`src/rtl/core/bfra_pkg.sv`:
```
`default_nettype none
// ---------------------------------------------------------------------------
// bfra_pkg
// Shared types and codes for the best-fit range allocator.
// ---------------------------------------------------------------------------
package bfra_pkg;

   localparam int DEFAULT_MAX_RANGES = 16;

   localparam logic OP_ALLOC = 1'b0;
   localparam logic OP_FREE  = 1'b1;

   localparam logic [1:0] ST_OK    = 2'd0;
   localparam logic [1:0] ST_NOFIT = 2'd1;
   localparam logic [1:0] ST_FULL  = 2'd2;

   localparam logic CSR_BASE = 1'b0;
   localparam logic CSR_SIZE = 1'b1;

   typedef struct packed {
      logic [31:0] start;
      logic [31:0] length;
   } entry_type;

endpackage
`default_nettype wire

```
`src/rtl/core/bfra_table.sv`:
```
`default_nettype none
// ---------------------------------------------------------------------------
// bfra_table
// Free range table: one write port, one read port with registered data.
// ---------------------------------------------------------------------------
module bfra_table import bfra_pkg::*; #(
   parameter int DEPTH = DEFAULT_MAX_RANGES,
   localparam int IW = $clog2(DEPTH)
) (
   input  wire logic          clock,
   input  wire logic          wr_en,
   input  wire logic [IW-1:0] wr_idx,
   input  wire entry_type     wr_data,
   input  wire logic [IW-1:0] rd_idx,
   output entry_type          rd_data
);

   entry_type mem [DEPTH];

   always_ff @(posedge clock) begin
      if (wr_en) begin
         mem[wr_idx] <= wr_data;
      end
      rd_data <= mem[rd_idx];
   end

endmodule
`default_nettype wire

```
`src/rtl/core/best_fit_range_allocator.sv`:
```
`default_nettype none
// ---------------------------------------------------------------------------
// best_fit_range_allocator
// Best-fit allocator over an address-sorted table of free ranges.
// ---------------------------------------------------------------------------
// Pulse start while busy is low to launch an allocate or a free. The answer
// word appears on the rsp_ ports for one cycle with rsp_valid, which cannot be
// held off; busy is high while an operation runs, and a new start may be taken
// in the cycle the answer word is shown. Every table access goes through the
// table memory's one read port and one write port: a scan reads each entry in
// a read state and an evaluate state, and each entry moved when a range is
// inserted or removed takes a read state and a write state.
// ---------------------------------------------------------------------------
module best_fit_range_allocator import bfra_pkg::*; #(
   parameter int MAX_RANGES = DEFAULT_MAX_RANGES
) (
   input  wire logic        clock,
   input  wire logic        reset,
   input  wire logic        csr_we,
   input  wire logic        csr_index,
   input  wire logic [31:0] csr_wdata,
   input  wire logic        start,
   output logic             busy,
   input  wire logic        req_operation,
   input  wire logic [31:0] req_size,
   input  wire logic [31:0] req_address,
   output logic             rsp_valid,
   output logic [1:0]       rsp_status,
   output logic [31:0]      rsp_address_res
);

   localparam int IW = $clog2(MAX_RANGES);
   localparam int CW = $clog2(MAX_RANGES + 1);
   localparam logic [CW-1:0] CNT_MAX = CW'(MAX_RANGES);

   typedef enum logic [11:0] {
      S_IDLE      = 12'b000000000001,
      S_INIT      = 12'b000000000010,
      S_SCAN_RD   = 12'b000000000100,
      S_SCAN_EV   = 12'b000000001000,
      S_FREE_LAST = 12'b000000010000,
      S_ALLOC_END = 12'b000000100000,
      S_WRITE     = 12'b000001000000,
      S_RM_BEGIN  = 12'b000010000000,
      S_RM_RD     = 12'b000100000000,
      S_RM_WR     = 12'b001000000000,
      S_INS_RD    = 12'b010000000000,
      S_INS_WR    = 12'b100000000000
   } state_type;

   state_type state_ff, state_in;
   logic            done_ff, done_in;
   logic [31:0]     base_ff, size_cfg_ff;
   logic            init_ff, init_in;
   logic [CW-1:0]   cnt_ff, cnt_in;
   logic [CW-1:0]   j_ff, j_in;
   logic [CW-1:0]   pos_ff, pos_in;
   logic            pos_found_ff, pos_found_in;
   logic            op_ff, op_in;
   logic [31:0]     size_ff, size_in, addr_ff, addr_in, end_ff, end_in;
   entry_type       prev_ff, prev_in, cur_ff, cur_in, best_ff, best_in;
   logic [IW-1:0]   best_idx_ff, best_idx_in;
   logic            found_ff, found_in;
   logic [IW-1:0]   k_ff, k_in, rm_idx_ff, rm_idx_in, wr_idx_ff, wr_idx_in;
   entry_type       wr_ent_ff, wr_ent_in;
   logic            rm_pend_ff, rm_pend_in, inc_ff, inc_in;
   logic [1:0]      status_ff, status_in;
   logic [31:0]     res_ff, res_in;

   logic            mem_we;
   logic [IW-1:0]   mem_widx, mem_ridx;
   entry_type       mem_wdata, rd_data;

   bfra_table #(.DEPTH(MAX_RANGES)) u_table (
      .clock   (clock),
      .wr_en   (mem_we),
      .wr_idx  (mem_widx),
      .wr_data (mem_wdata),
      .rd_idx  (mem_ridx),
      .rd_data (rd_data)
   );

   // free: evaluation of entry i with neighbors
   logic            ev_state;
   logic [IW-1:0]   i_idx;
   logic [31:0]     cur_end, prev_end;
   logic            has_prev, hit_front, hit_back, merge_prev, merge_next, go_insert;
   logic [CW-1:0]   ins_pos;

   always_comb begin
      ev_state   = (state_ff == S_SCAN_EV);
      i_idx      = ev_state ? (j_ff[IW-1:0] - IW'(1)) : (cnt_ff[IW-1:0] - IW'(1));
      cur_end    = cur_ff.start + cur_ff.length;
      prev_end   = prev_ff.start + prev_ff.length;
      has_prev   = (i_idx != '0);
      hit_front  = (end_ff == cur_ff.start);
      hit_back   = (cur_end == addr_ff);
      merge_prev = has_prev && (prev_end == addr_ff);
      merge_next = ev_state && (end_ff == rd_data.start);
      go_insert  = !ev_state || ((i_idx == '0) && (addr_ff < cur_ff.start)) ||
                   ((cur_end < addr_ff) && (rd_data.start > addr_ff));
      if (pos_found_ff) begin
         ins_pos = pos_ff;
      end else if (ev_state) begin
         ins_pos = j_ff;
      end else begin
         ins_pos = cnt_ff;
      end
   end

   always_comb begin
      state_in     = state_ff;
      done_in      = 1'b0;
      init_in      = init_ff;
      cnt_in       = cnt_ff;
      j_in         = j_ff;
      pos_in       = pos_ff;
      pos_found_in = pos_found_ff;
      op_in        = op_ff;
      size_in      = size_ff;
      addr_in      = addr_ff;
      end_in       = end_ff;
      prev_in      = prev_ff;
      cur_in       = cur_ff;
      best_in      = best_ff;
      best_idx_in  = best_idx_ff;
      found_in     = found_ff;
      k_in         = k_ff;
      rm_idx_in    = rm_idx_ff;
      wr_idx_in    = wr_idx_ff;
      wr_ent_in    = wr_ent_ff;
      rm_pend_in   = rm_pend_ff;
      inc_in       = inc_ff;
      status_in    = status_ff;
      res_in       = res_ff;
      mem_we       = 1'b0;
      mem_widx     = wr_idx_ff;
      mem_wdata    = wr_ent_ff;
      mem_ridx     = j_ff[IW-1:0];

      case (state_ff)
         S_IDLE: begin
            if (start) begin
               op_in        = req_operation;
               size_in      = req_size;
               addr_in      = req_address;
               end_in       = req_address + req_size;
               status_in    = ST_OK;
               res_in       = '0;
               j_in         = '0;
               found_in     = 1'b0;
               pos_found_in = 1'b0;
               rm_pend_in   = 1'b0;
               inc_in       = 1'b0;
               if (req_operation == OP_ALLOC) begin
                  if (!init_ff) begin
                     state_in = S_INIT;
                  end else if (cnt_ff == '0) begin
                     status_in = ST_NOFIT;
                     done_in   = 1'b1;
                  end else begin
                     state_in = S_SCAN_RD;
                  end
               end else if (cnt_ff == '0) begin
                  wr_idx_in = '0;
                  wr_ent_in = '{start: req_address, length: req_size};
                  inc_in    = 1'b1;
                  state_in  = S_WRITE;
               end else begin
                  state_in = S_SCAN_RD;
               end
            end
         end
         S_INIT: begin
            mem_we    = 1'b1;
            mem_widx  = '0;
            mem_wdata = '{start: base_ff, length: size_cfg_ff};
            cnt_in    = CW'(1);
            init_in   = 1'b1;
            state_in  = S_SCAN_RD;
         end
         S_SCAN_RD: begin
            mem_ridx = j_ff[IW-1:0];
            state_in = S_SCAN_EV;
         end
         S_SCAN_EV: begin
            if (op_ff == OP_ALLOC) begin
               if ((rd_data.length >= size_ff) &&
                   (!found_ff || (best_ff.length > rd_data.length))) begin
                  best_in     = rd_data;
                  best_idx_in = j_ff[IW-1:0];
                  found_in    = 1'b1;
               end
               if (((rd_data.length == size_ff)) || (j_ff + CW'(1) == cnt_ff)) begin
                  state_in = S_ALLOC_END;
               end else begin
                  j_in     = j_ff + CW'(1);
                  state_in = S_SCAN_RD;
               end
            end else begin
               if (!pos_found_ff && (rd_data.start > addr_ff)) begin
                  pos_in       = j_ff;
                  pos_found_in = 1'b1;
               end
               if (j_ff != '0 && hit_front) begin
                  state_in = S_WRITE;
                  if (merge_prev) begin
                     wr_idx_in  = i_idx - IW'(1);
                     wr_ent_in  = '{start: prev_ff.start,
                                    length: prev_ff.length + cur_ff.length + size_ff};
                     rm_idx_in  = i_idx;
                     rm_pend_in = 1'b1;
                  end else begin
                     wr_idx_in = i_idx;
                     wr_ent_in = '{start: addr_ff, length: cur_ff.length + size_ff};
                  end
               end else if (j_ff != '0 && hit_back) begin
                  state_in  = S_WRITE;
                  wr_idx_in = i_idx;
                  if (merge_next) begin
                     wr_ent_in  = '{start: cur_ff.start,
                                    length: cur_ff.length + size_ff + rd_data.length};
                     rm_idx_in  = j_ff[IW-1:0];
                     rm_pend_in = 1'b1;
                  end else begin
                     wr_ent_in = '{start: cur_ff.start, length: cur_ff.length + size_ff};
                  end
               end else if (j_ff != '0 && go_insert) begin
                  if (cnt_ff == CNT_MAX) begin
                     status_in = ST_FULL;
                     done_in   = 1'b1;
                     state_in  = S_IDLE;
                  end else begin
                     pos_in    = ins_pos;
                     wr_idx_in = ins_pos[IW-1:0];
                     wr_ent_in = '{start: addr_ff, length: size_ff};
                     inc_in    = 1'b1;
                     k_in      = cnt_ff[IW-1:0];
                     state_in  = (ins_pos == cnt_ff) ? S_WRITE : S_INS_RD;
                  end
               end else begin
                  prev_in = cur_ff;
                  cur_in  = rd_data;
                  if (j_ff + CW'(1) == cnt_ff) begin
                     state_in = S_FREE_LAST;
                  end else begin
                     j_in     = j_ff + CW'(1);
                     state_in = S_SCAN_RD;
                  end
               end
            end
         end
         S_FREE_LAST: begin
            state_in = S_WRITE;
            if (hit_front) begin
               if (merge_prev) begin
                  wr_idx_in  = i_idx - IW'(1);
                  wr_ent_in  = '{start: prev_ff.start,
                                 length: prev_ff.length + cur_ff.length + size_ff};
                  rm_idx_in  = i_idx;
                  rm_pend_in = 1'b1;
               end else begin
                  wr_idx_in = i_idx;
                  wr_ent_in = '{start: addr_ff, length: cur_ff.length + size_ff};
               end
            end else if (hit_back) begin
               wr_idx_in = i_idx;
               wr_ent_in = '{start: cur_ff.start, length: cur_ff.length + size_ff};
            end else if (cnt_ff == CNT_MAX) begin
               status_in = ST_FULL;
               done_in   = 1'b1;
               state_in  = S_IDLE;
            end else begin
               pos_in    = ins_pos;
               wr_idx_in = ins_pos[IW-1:0];
               wr_ent_in = '{start: addr_ff, length: size_ff};
               inc_in    = 1'b1;
               k_in      = cnt_ff[IW-1:0];
               state_in  = (ins_pos == cnt_ff) ? S_WRITE : S_INS_RD;
            end
         end
         S_ALLOC_END: begin
            if (!found_ff) begin
               status_in = ST_NOFIT;
               done_in   = 1'b1;
               state_in  = S_IDLE;
            end else if (best_ff.length == size_ff) begin
               res_in    = best_ff.start;
               rm_idx_in = best_idx_ff;
               state_in  = S_RM_BEGIN;
            end else begin
               wr_idx_in = best_idx_ff;
               wr_ent_in = '{start: best_ff.start, length: best_ff.length - size_ff};
               res_in    = best_ff.start + (best_ff.length - size_ff);
               state_in  = S_WRITE;
            end
         end
         S_WRITE: begin
            mem_we = 1'b1;
            if (inc_ff) begin
               cnt_in = cnt_ff + CW'(1);
            end
            if (rm_pend_ff) begin
               state_in = S_RM_BEGIN;
            end else begin
               done_in  = 1'b1;
               state_in = S_IDLE;
            end
         end
         S_RM_BEGIN: begin
            k_in = rm_idx_ff;
            if (CW'(rm_idx_ff) + CW'(1) == cnt_ff) begin
               cnt_in   = cnt_ff - CW'(1);
               done_in  = 1'b1;
               state_in = S_IDLE;
            end else begin
               state_in = S_RM_RD;
            end
         end
         S_RM_RD: begin
            mem_ridx = k_ff + IW'(1);
            state_in = S_RM_WR;
         end
         S_RM_WR: begin
            mem_we    = 1'b1;
            mem_widx  = k_ff;
            mem_wdata = rd_data;
            if (CW'(k_ff) + CW'(2) == cnt_ff) begin
               cnt_in   = cnt_ff - CW'(1);
               done_in  = 1'b1;
               state_in = S_IDLE;
            end else begin
               k_in     = k_ff + IW'(1);
               state_in = S_RM_RD;
            end
         end
         S_INS_RD: begin
            mem_ridx = k_ff - IW'(1);
            state_in = S_INS_WR;
         end
         S_INS_WR: begin
            mem_we    = 1'b1;
            mem_widx  = k_ff;
            mem_wdata = rd_data;
            k_in      = k_ff - IW'(1);
            // the word just moved came from the insert slot, which is now free to write
            state_in  = (CW'(k_ff) == pos_ff + CW'(1)) ? S_WRITE : S_INS_RD;
         end
         default: begin
            state_in = S_IDLE;
         end
      endcase
   end

   always_ff @(posedge clock) begin
      if (reset) begin
         state_ff    <= S_IDLE;
         done_ff     <= 1'b0;
         init_ff     <= 1'b0;
         cnt_ff      <= '0;
         base_ff     <= '0;
         size_cfg_ff <= '0;
      end else begin
         state_ff <= state_in;
         done_ff  <= done_in;
         init_ff  <= init_in;
         cnt_ff   <= cnt_in;
         if (csr_we) begin
            case (csr_index)
               CSR_BASE: base_ff     <= csr_wdata;
               CSR_SIZE: size_cfg_ff <= csr_wdata;
               default:  base_ff     <= base_ff;
            endcase
         end
      end
   end

   always_ff @(posedge clock) begin
      j_ff         <= j_in;
      pos_ff       <= pos_in;
      pos_found_ff <= pos_found_in;
      op_ff        <= op_in;
      size_ff      <= size_in;
      addr_ff      <= addr_in;
      end_ff       <= end_in;
      prev_ff      <= prev_in;
      cur_ff       <= cur_in;
      best_ff      <= best_in;
      best_idx_ff  <= best_idx_in;
      found_ff     <= found_in;
      k_ff         <= k_in;
      rm_idx_ff    <= rm_idx_in;
      wr_idx_ff    <= wr_idx_in;
      wr_ent_ff    <= wr_ent_in;
      rm_pend_ff   <= rm_pend_in;
      inc_ff       <= inc_in;
      status_ff    <= status_in;
      res_ff       <= res_in;
   end

   assign busy            = (state_ff != S_IDLE);
   assign rsp_valid       = done_ff;
   assign rsp_status      = status_ff;
   assign rsp_address_res = res_ff;

   a_cnt_bound: assert property (@(posedge clock) disable iff (reset)
      cnt_ff <= CNT_MAX) else $error("range count above table depth");

   a_start_busy: assert property (@(posedge clock) disable iff (reset)
      (start && !busy) |=> (busy || rsp_valid)) else $error("accepted word not taken up");

   a_idle_answer: assert property (@(posedge clock) disable iff (reset)
      rsp_valid |-> !busy) else $error("answer word while still busy");

   a_init_sticky: assert property (@(posedge clock) disable iff (reset)
      init_ff |=> init_ff) else $error("table load flag dropped");

endmodule
`default_nettype wire

```
`config.mk`:
```
export PLATFORM = sky130hd
export DESIGN_NAME = best_fit_range_allocator
export DESIGN_NICKNAME = d
export VERILOG_FILES = /design/src/rtl/core/bfra_pkg.sv /design/src/rtl/core/bfra_table.sv /design/src/rtl/core/best_fit_range_allocator.sv
export SDC_FILE = /design/constraint.sdc
export NUM_CORES = 2
export LEC_CHECK = 0
export ABC_AREA = 1
export BUFFER_PORTS_ARGS = -buffer_cell sky130_fd_sc_hd__buf_4
export CORE_UTILIZATION = 58
export CTS_CLUSTER_SIZE = 12
export DETAILED_ROUTE_END_ITERATION = 10
export PLACE_DENSITY = 0.75
export SYNTH_ARGS = -nofsm -noshare
export SYNTH_HDL_FRONTEND = slang
export SYNTH_SLANG_ARGS = --single-unit
```
`constraint.sdc`:
```
create_clock -name clock -period 13.65 [get_ports clock]
set_input_delay 0 -clock clock [delete_from_list [all_inputs] [get_ports clock]]
set_output_delay 0 -clock clock [all_outputs]
set_load 0.02 [all_outputs]
```
Word-level counts from Yosys, hierarchy flattened

Memory sizes are Yosys's and may differ from the RTL's. A register that Yosys moved wholly into a read port is not among the register bits.
Index checks and enable logic that the tools add are counted.

Memories kept: 1
Bits in writable memories: 1,024
Logic and storage cells: 322
Flip-flop bits (word level): 500

Memories:

| name        | words | bits a word | rd ports | clocked after memory_dff | wr ports | RTL line         | text |
|---|---|---|---|---|---|---|---|
| u_table.mem | 16    | 64          | 1        | 1                        | 1        | bfra_table.sv:18 | `entry_type mem [DEPTH];` |

$add $sub $neg: 20
Multiplexer cells: 157
Bitwise operators: 5
Magnitude comparators: 5
Reductions and logical operators: 48
Equality and inequality tests: 56

Operators by type and width:

| operator                              | count |
|---|---|
| 2-to-1 mux 64 bit                     | 13 |
| adder 32 bit                          | 8 |
| one-hot mux 64 bit (4 select lines)   | 1 |
| equality test 32 bit                  | 6 |
| one-hot mux 12 bit (12 select lines)  | 1 |
| 2-to-1 mux 32 bit                     | 4 |
| one-hot mux 64 bit (2 select lines)   | 1 |
| 2-to-1 mux 4 bit                      | 30 |
| 2-to-1 mux 5 bit                      | 22 |
| 2-to-1 mux 11 bit                     | 8 |
| > comparator 32 bit                   | 2 |
| < comparator 32 bit                   | 2 |
| one-hot mux 32 bit (2 select lines)   | 1 |
| 2-to-1 mux 12 bit                     | 5 |
| 2-to-1 mux 1 bit                      | 41 |
| != test 2 bit (second input constant) | 19 |
| greater-or-equal comparator 32 bit    | 1 |
| subtractor 32 bit                     | 1 |
| 2-to-1 mux 8 bit                      | 3 |
| AND reduction 8 bit                   | 3 |
| equality test 5 bit                   | 4 |
| one-hot mux 4 bit (5 select lines)    | 1 |
| one-hot mux 5 bit (2 select lines)    | 2 |
| one-hot mux 5 bit (4 select lines)    | 1 |
| other kinds (56)                      | 111 |

Depth between registers and ports, before layout

Depth after elaboration: 12
Gate-level depth with buffers: 29
Mapped depth without buffers: 28

Hierarchy

From an unflattened synthesis, not the netlist that was laid out.

Cell total of the unflattened synthesis: 9,875
Area, all modules: 88,279.7 um2

By module, submodules not included:

| module                   | sequential area each (um2) | area an instance (um2) | cells each | times used |
|---|---|---|---|---|
| bfra_table               | 32,030.7                   | 45,285.9               | 4,210      | 1 |
| best_fit_range_allocator | 14,183.6                   | 42,993.7               | 5,665      | 1 |

Worst setup path before layout

Ideal clock, no wire load.

Path kind: register -> register
From: register cur_ff[0] (netlist bit)
To: register cur_ff[0] (netlist bit) (enable)
Data required time: 12.876 ns
Path buffers: 0
Setup slack: 0.427 ns
Data arrival time: 12.449 ns
Cell stages (with the launch flop): 25
Library setup time: 0.774 ns
Cell sequence: edfxtp_1 ha_1 inv_1 fa_1 nor3_1 nor2_1 o21ai_0 a21boi_0 o21bai_1 a21oi_1 o21ai_0 nand2_1 nand2_1 xor2_1 ha_1 nand2_1 nor2_1 nand3_1 nor4_1 nand2_1 nand4_1 nand3_1 nand2_1 nand2_1 nor3_1

Cells in the longest elaborated chain, start to end: 7
Elaborated cells between the ends (all ways): 10
Those cells by class: add/sub: 1; order compare: 1; eq/ne: 1; bitwise: 2; reduce/logical: 5

RTL lines:

| item                                   | RTL line                        | text |
|---|---|---|
| from (decl)                            | best_fit_range_allocator.sv:61  | `entry_type prev_ff, prev_in, cur_ff, cur_in, best_ff, best_in;` |
| from (signal assigned)                 | best_fit_range_allocator.sv:387 | `cur_ff <= cur_in;` |
| adder 32 bit *                         | best_fit_range_allocator.sv:93  | `cur_end = cur_ff.start + cur_ff.length;` |
| < comparator 32 bit                    | best_fit_range_allocator.sv:101 | `((cur_end < addr_ff) && (rd_data.start > addr_ff));` |
| logical AND 1 bit                      | best_fit_range_allocator.sv:101 |  |
| logical OR 1 bit                       | best_fit_range_allocator.sv:100 | `go_insert = !ev_state \|\| ((i_idx == '0) && (addr_ff < cur_ff.start)) \|\|` |
| logical AND 1 bit                      | best_fit_range_allocator.sv:228 | `end else if (j_ff != '0 && go_insert) begin` |
| NOT 1 bit (no source line)             | --                              |  |
| AND reduction 5 bit (no source line) * | --                              |  |

Mark *: on every way between the ends. The rest lies on a longest branch, timed or not.
A chain may end at the register's enable or synchronous reset.

Worst setup path after layout

From: register cur_ff[43] (netlist bit)
To: register cur_ff[32] (netlist bit) (enable)

Cells in the longest elaborated chain, start to end: 7
Elaborated cells between the ends (all ways): 16
Those cells by class: add/sub: 1; order compare: 2; eq/ne: 2; bitwise: 3; reduce/logical: 8

RTL lines:

| item                                                            | RTL line |
|---|---|
| adder 32 bit / < comparator 32 bit (equally long branches)      | best_fit_range_allocator.sv:93, best_fit_range_allocator.sv:100 |
| < comparator 32 bit / logical AND 1 bit (equally long branches) | best_fit_range_allocator.sv:101, best_fit_range_allocator.sv:100 |
| logical AND 1 bit / logical OR 1 bit (equally long branches)    | best_fit_range_allocator.sv:101, best_fit_range_allocator.sv:100 |
| logical OR 1 bit                                                | best_fit_range_allocator.sv:100 |
| logical AND 1 bit                                               | best_fit_range_allocator.sv:228 |
| NOT 1 bit (no source line)                                      | -- |
| AND reduction 5 bit (no source line) *                          | -- |

Marked as above.

==> results.json <==
{
  "status": "completed",
  "fin_crit_sh_pct": 58.3,
  "synthArstFlopShare_pct": 0,
  "yosys_most_used_dff": "edfxtp_1",
  "power.internal_mw": 10.2,
  "cts_resized": 0,
  "wl_um": 319000,
  "setup_viol": 0,
  "synth-seq-area-share_pct": 55.1,
  "p_leak_nw": 36.5,
  "combPwrFrac_pct": 34.8,
  "fin_tns_setup_ns": 0,
  "arrival_ns": 8.39,
  "post-synth-top-count-cell": "edfxtp_1",
  "layout_setup_ws_ns": 5.69,
  "p_sw_mw": 6.63,
  "cts_setup_buffers": 0,
  "start_kind": "flop",
  "synth_fa_ha_area_share_pct": 7.23,
  "antenna_found_initial": 30,
  "num_rows": 139,
  "numPortBuffers": 137,
  "end_kind": "flop",
  "drt_iter0_drc": 10500,
  "gr-usage-all-layers_pct": 42.8,
  "via_per_inst": 6.54,
  "cts_max_path_buffers": 3,
  "synth_area_leaders": "edfxtp_1, ha_1, nand2_1, o21ai_0, nor2_1",
  "ant_nets": 0,
  "die_width_um": 382,
  "finalCriticalPeriod_ns": 7.96,
  "yosys.area_share.simple_pct": 14.9,
  "cp_num_buf_inv": 4,
  "max-slew-margin-rel_pct": 13.7,
  "synth-seq-cells": 1588,
  "fin_nets": 9426,
  "dpl.hpwl_um": 221000,
  "core-area_um2": 143000,
  "finalNonFillerCells": 10900,
  "pin_count": 138,
  "fin_area_um2": 94000,
  "postSynthAreaPerCell_um2": 9.74,
  "area_delta_synth_final_pct": 12.1,
  "place_inst": 10400,
  "synth_mux_area_share_pct": 0.0119,
  "max_freq_mhz": 126,
  "cts_sinks": 1588,
  "drc": 0,
  "syn_area_um2": 83800,
  "die_area_um2": 146000,
  "gp_congestion": 1.09,
  "rr_worst_depth": 23,
  "synth-compound-area-share_pct": 14.8,
  "grt_max_degree": 199,
  "cts_tree": "yes",
  "maxSlewViolCount": 0,
  "firstDrtPassIters": 9,
  "clk_latency_ns": 0.84,
  "power.density_nw_per_um2": 179,
  "min_from": "req_address[13]",
  "max_slew.worst_pin.slew_ns": 1.28,
  "vias": 71400,
  "crit_family": "buffers and inverters",
  "wl_per_cell_um": 29.2,
  "cp.depth": 23,
  "yosys_warnings": 0,
  "max_cap_violations": 0,
  "p_sw_share_pct": 39.5,
  "placed_cell_area_um2": 87100,
  "ir_drop_mv": 0.151,
  "r2r-start": "cur_ff[43]$_DFFE_PP_",
  "min_path_cells": 2,
  "holdBufCountCts": 166,
  "drive_gt1_share_pct": 6.29,
  "total_power_mw": 16.8,
  "overflow": 0,
  "clk_pin_slew_ns": 0.06,
  "synth_top_family_by_area": "simple AND/OR/NAND/NOR gates",
  "grt_pass1_wl_um": 452000,
  "required_ns": 14.08,
  "worstSetupStartpoint": "cur_ff[43]$_DFFE_PP_",
  "clock_power_share_pct": 26.1,
  "synthXorXnorAreaFrac_pct": 2.95,
  "grt_setup_unrepaired": "false",
  "skew_ns": 0.0523,
  "worstPathCellList": "ha_1 -> nand4_1 -> nor3_1 -> a21oi_1 -> o21ai_0 -> a21oi_1 -> o21ai_0 -> a21oi_1 -> o21ai_0 -> xor2_1 -> ha_1 -> nand2_1 -> nor2_1 -> nand4_1 -> nor2_1 -> nand2_1 -> buf_4 -> nor2_1 -> inv_1 -> nand2_1 -> nor3_2 -> buf_4 -> buf_4",
  "syn_nets": 9170,
  "synth.top_cell.area_share_pct": 51.6,
  "cpPeakStageDelay_ns": 0.91,
  "first_global_vias": 67200,
  "synthCells": 8608,
  "finalHoldViolations": 0,
  "holdCritPathClass": "input pin to flop",
  "die_h_um": 382,
  "synth_cell_types": 61,
  "synth_commonest_cells": "edfxtp_1, nand2_1, nor2_1",
  "numCtsBuffers": 165,
  "synth-edff-count": 1441,
  "cp_max_fo": 71,
  "htree_levels": 4,
  "dp_slack_ns": 5.96,
  "initial_core_util_pct": 58.4,
  "slowest_stage": "buf_4",
  "root_buffer": "clkbuf_16",
  "p_seq_share_pct": 39.1,
  "yosys.area.top_type": "edfxtp_1",
  "crit_type": "flop to flop"
}
==> logic make-up after synthesis <==
kind of cell,count (synthesis)
XOR/XNOR,282
AO/OA/AOI/OAI,2127
multiplexers,1
AND/OR/NAND/NOR,3057
flip-flops,1588
buffers and inverters,1093
adder cells (fa/ha/maj),460
==> worst reg2reg max path: stages, from the launching register on <==
cell and delay (ns):
edfxtp_1 0.50, ha_1 0.45, nand4_1 0.16, nor3_1 0.17
a21oi_1 0.17, o21ai_0 0.55, a21oi_1 0.25, o21ai_0 0.57
a21oi_1 0.19, o21ai_0 0.23, xor2_1 0.18, ha_1 0.27
nand2_1 0.08, nor2_1 0.05, nand4_1 0.13, nor2_1 0.06
nand2_1 0.06, buf_4 0.34, nor2_1 0.23, inv_1 0.75
nand2_1 0.19, nor3_2 0.21, buf_4 0.70, buf_4 0.99
==> area by class of cell <==
class | instances | area, um2
Fill cell | 11200 | 49500
Timing Repair Buffer | 438 | 3750
Clock inverter | 45 | 592
Inverter | 744 | 2810
Clock buffer | 259 | 4550
Antenna cell | 13 | 32.5
Multi-Input combinational cell | 5927 | 33600
Tap cell | 1903 | 2380
Sequential cell | 1588 | 46200
==> metal layers <==
| metal | GRT usage [%] | routed length, um |
|---|---|---|
| met3 | 13.2 | 46000 |
| met5 | 0 | 107 |
| met2 | 63.6 | 137000 |
| met1 | 56.0 | 115000 |
| met4 | 23.7 | 20200 |
==> stage by stage <==
stage	hold slack, ns	utilization (%)
3_3_place_gp	0.200	60.7
2_1_floorplan	0.0989	-
4_1_cts	0.000592	65.5
3_5_place_dp	0.204	60.7
6_report	0.0561	65.5
5_1_grt	0.0329	65.5
==> worst paths after layout <==
kind                                                      to  slack [ns]
worst max register to register          cur_ff[32]$_DFFE_PP_        5.69
worst max-delay path                    cur_ff[32]$_DFFE_PP_        5.69
worst min register to register  size_cfg_ff[30]$_SDFFE_PP0P_        0.49
worst min-delay path                   addr_ff[13]$_DFFE_PP_        0.06
==> flip-flops by register name, indices dropped and copies added (netlist names), 64 cells and up <==
register	count
u_table.rd_data	64
cur_ff	64
prev_ff	64
u_table.mem	1024
wr_ent_ff	64
best_ff	64
==> cell usage in the layout (no fill, tap or decap), types with 10 or more instances in the layout <==
cell / count
clkbuf_1: 88
nor2_4: 22
inv_1: 727
o211ai_1: 94
nor2_1: 1069
and2_1: 10
o21ai_0: 933
inv_2: 10
clkinv_2: 13
a22oi_1: 66
clkinv_1: 14
dlygate4sd3_1: 166
diode_2: 13
buf_4: 268
a211oi_1: 18
nor3_1: 69
nand3_1: 348
nor4_1: 22
a21o_1: 28
ha_1: 420
nand2_1: 1377
fa_1: 40
edfxtp_1: 1441
a21oi_1: 566
nand4_1: 82
o21a_1: 17
o21bai_1: 26
o22ai_1: 83
nand3b_1: 12
or2_2: 20
xor2_1: 187
clkbuf_16: 166
o221ai_1: 220
a31oi_1: 24
xnor2_1: 95
dfxtp_1: 147
a21boi_0: 14
==> power by group through the flow <==
stage / Sequential [mW] / Clock (mW) / Combinational (mW)
6_report: 6.57 / 4.38 / 5.84
5_1_grt: 6.56 / 4.56 / 6.23
4_1_cts: 6.52 / 4.38 / 5.61
3_5_place_dp: 6.61 / 0 / 5.54
3_3_place_gp: 6.61 / 0 / 5.41
2_1_floorplan: 6.43 / 0 / 3.46
(Power assumes the default switching activity.)
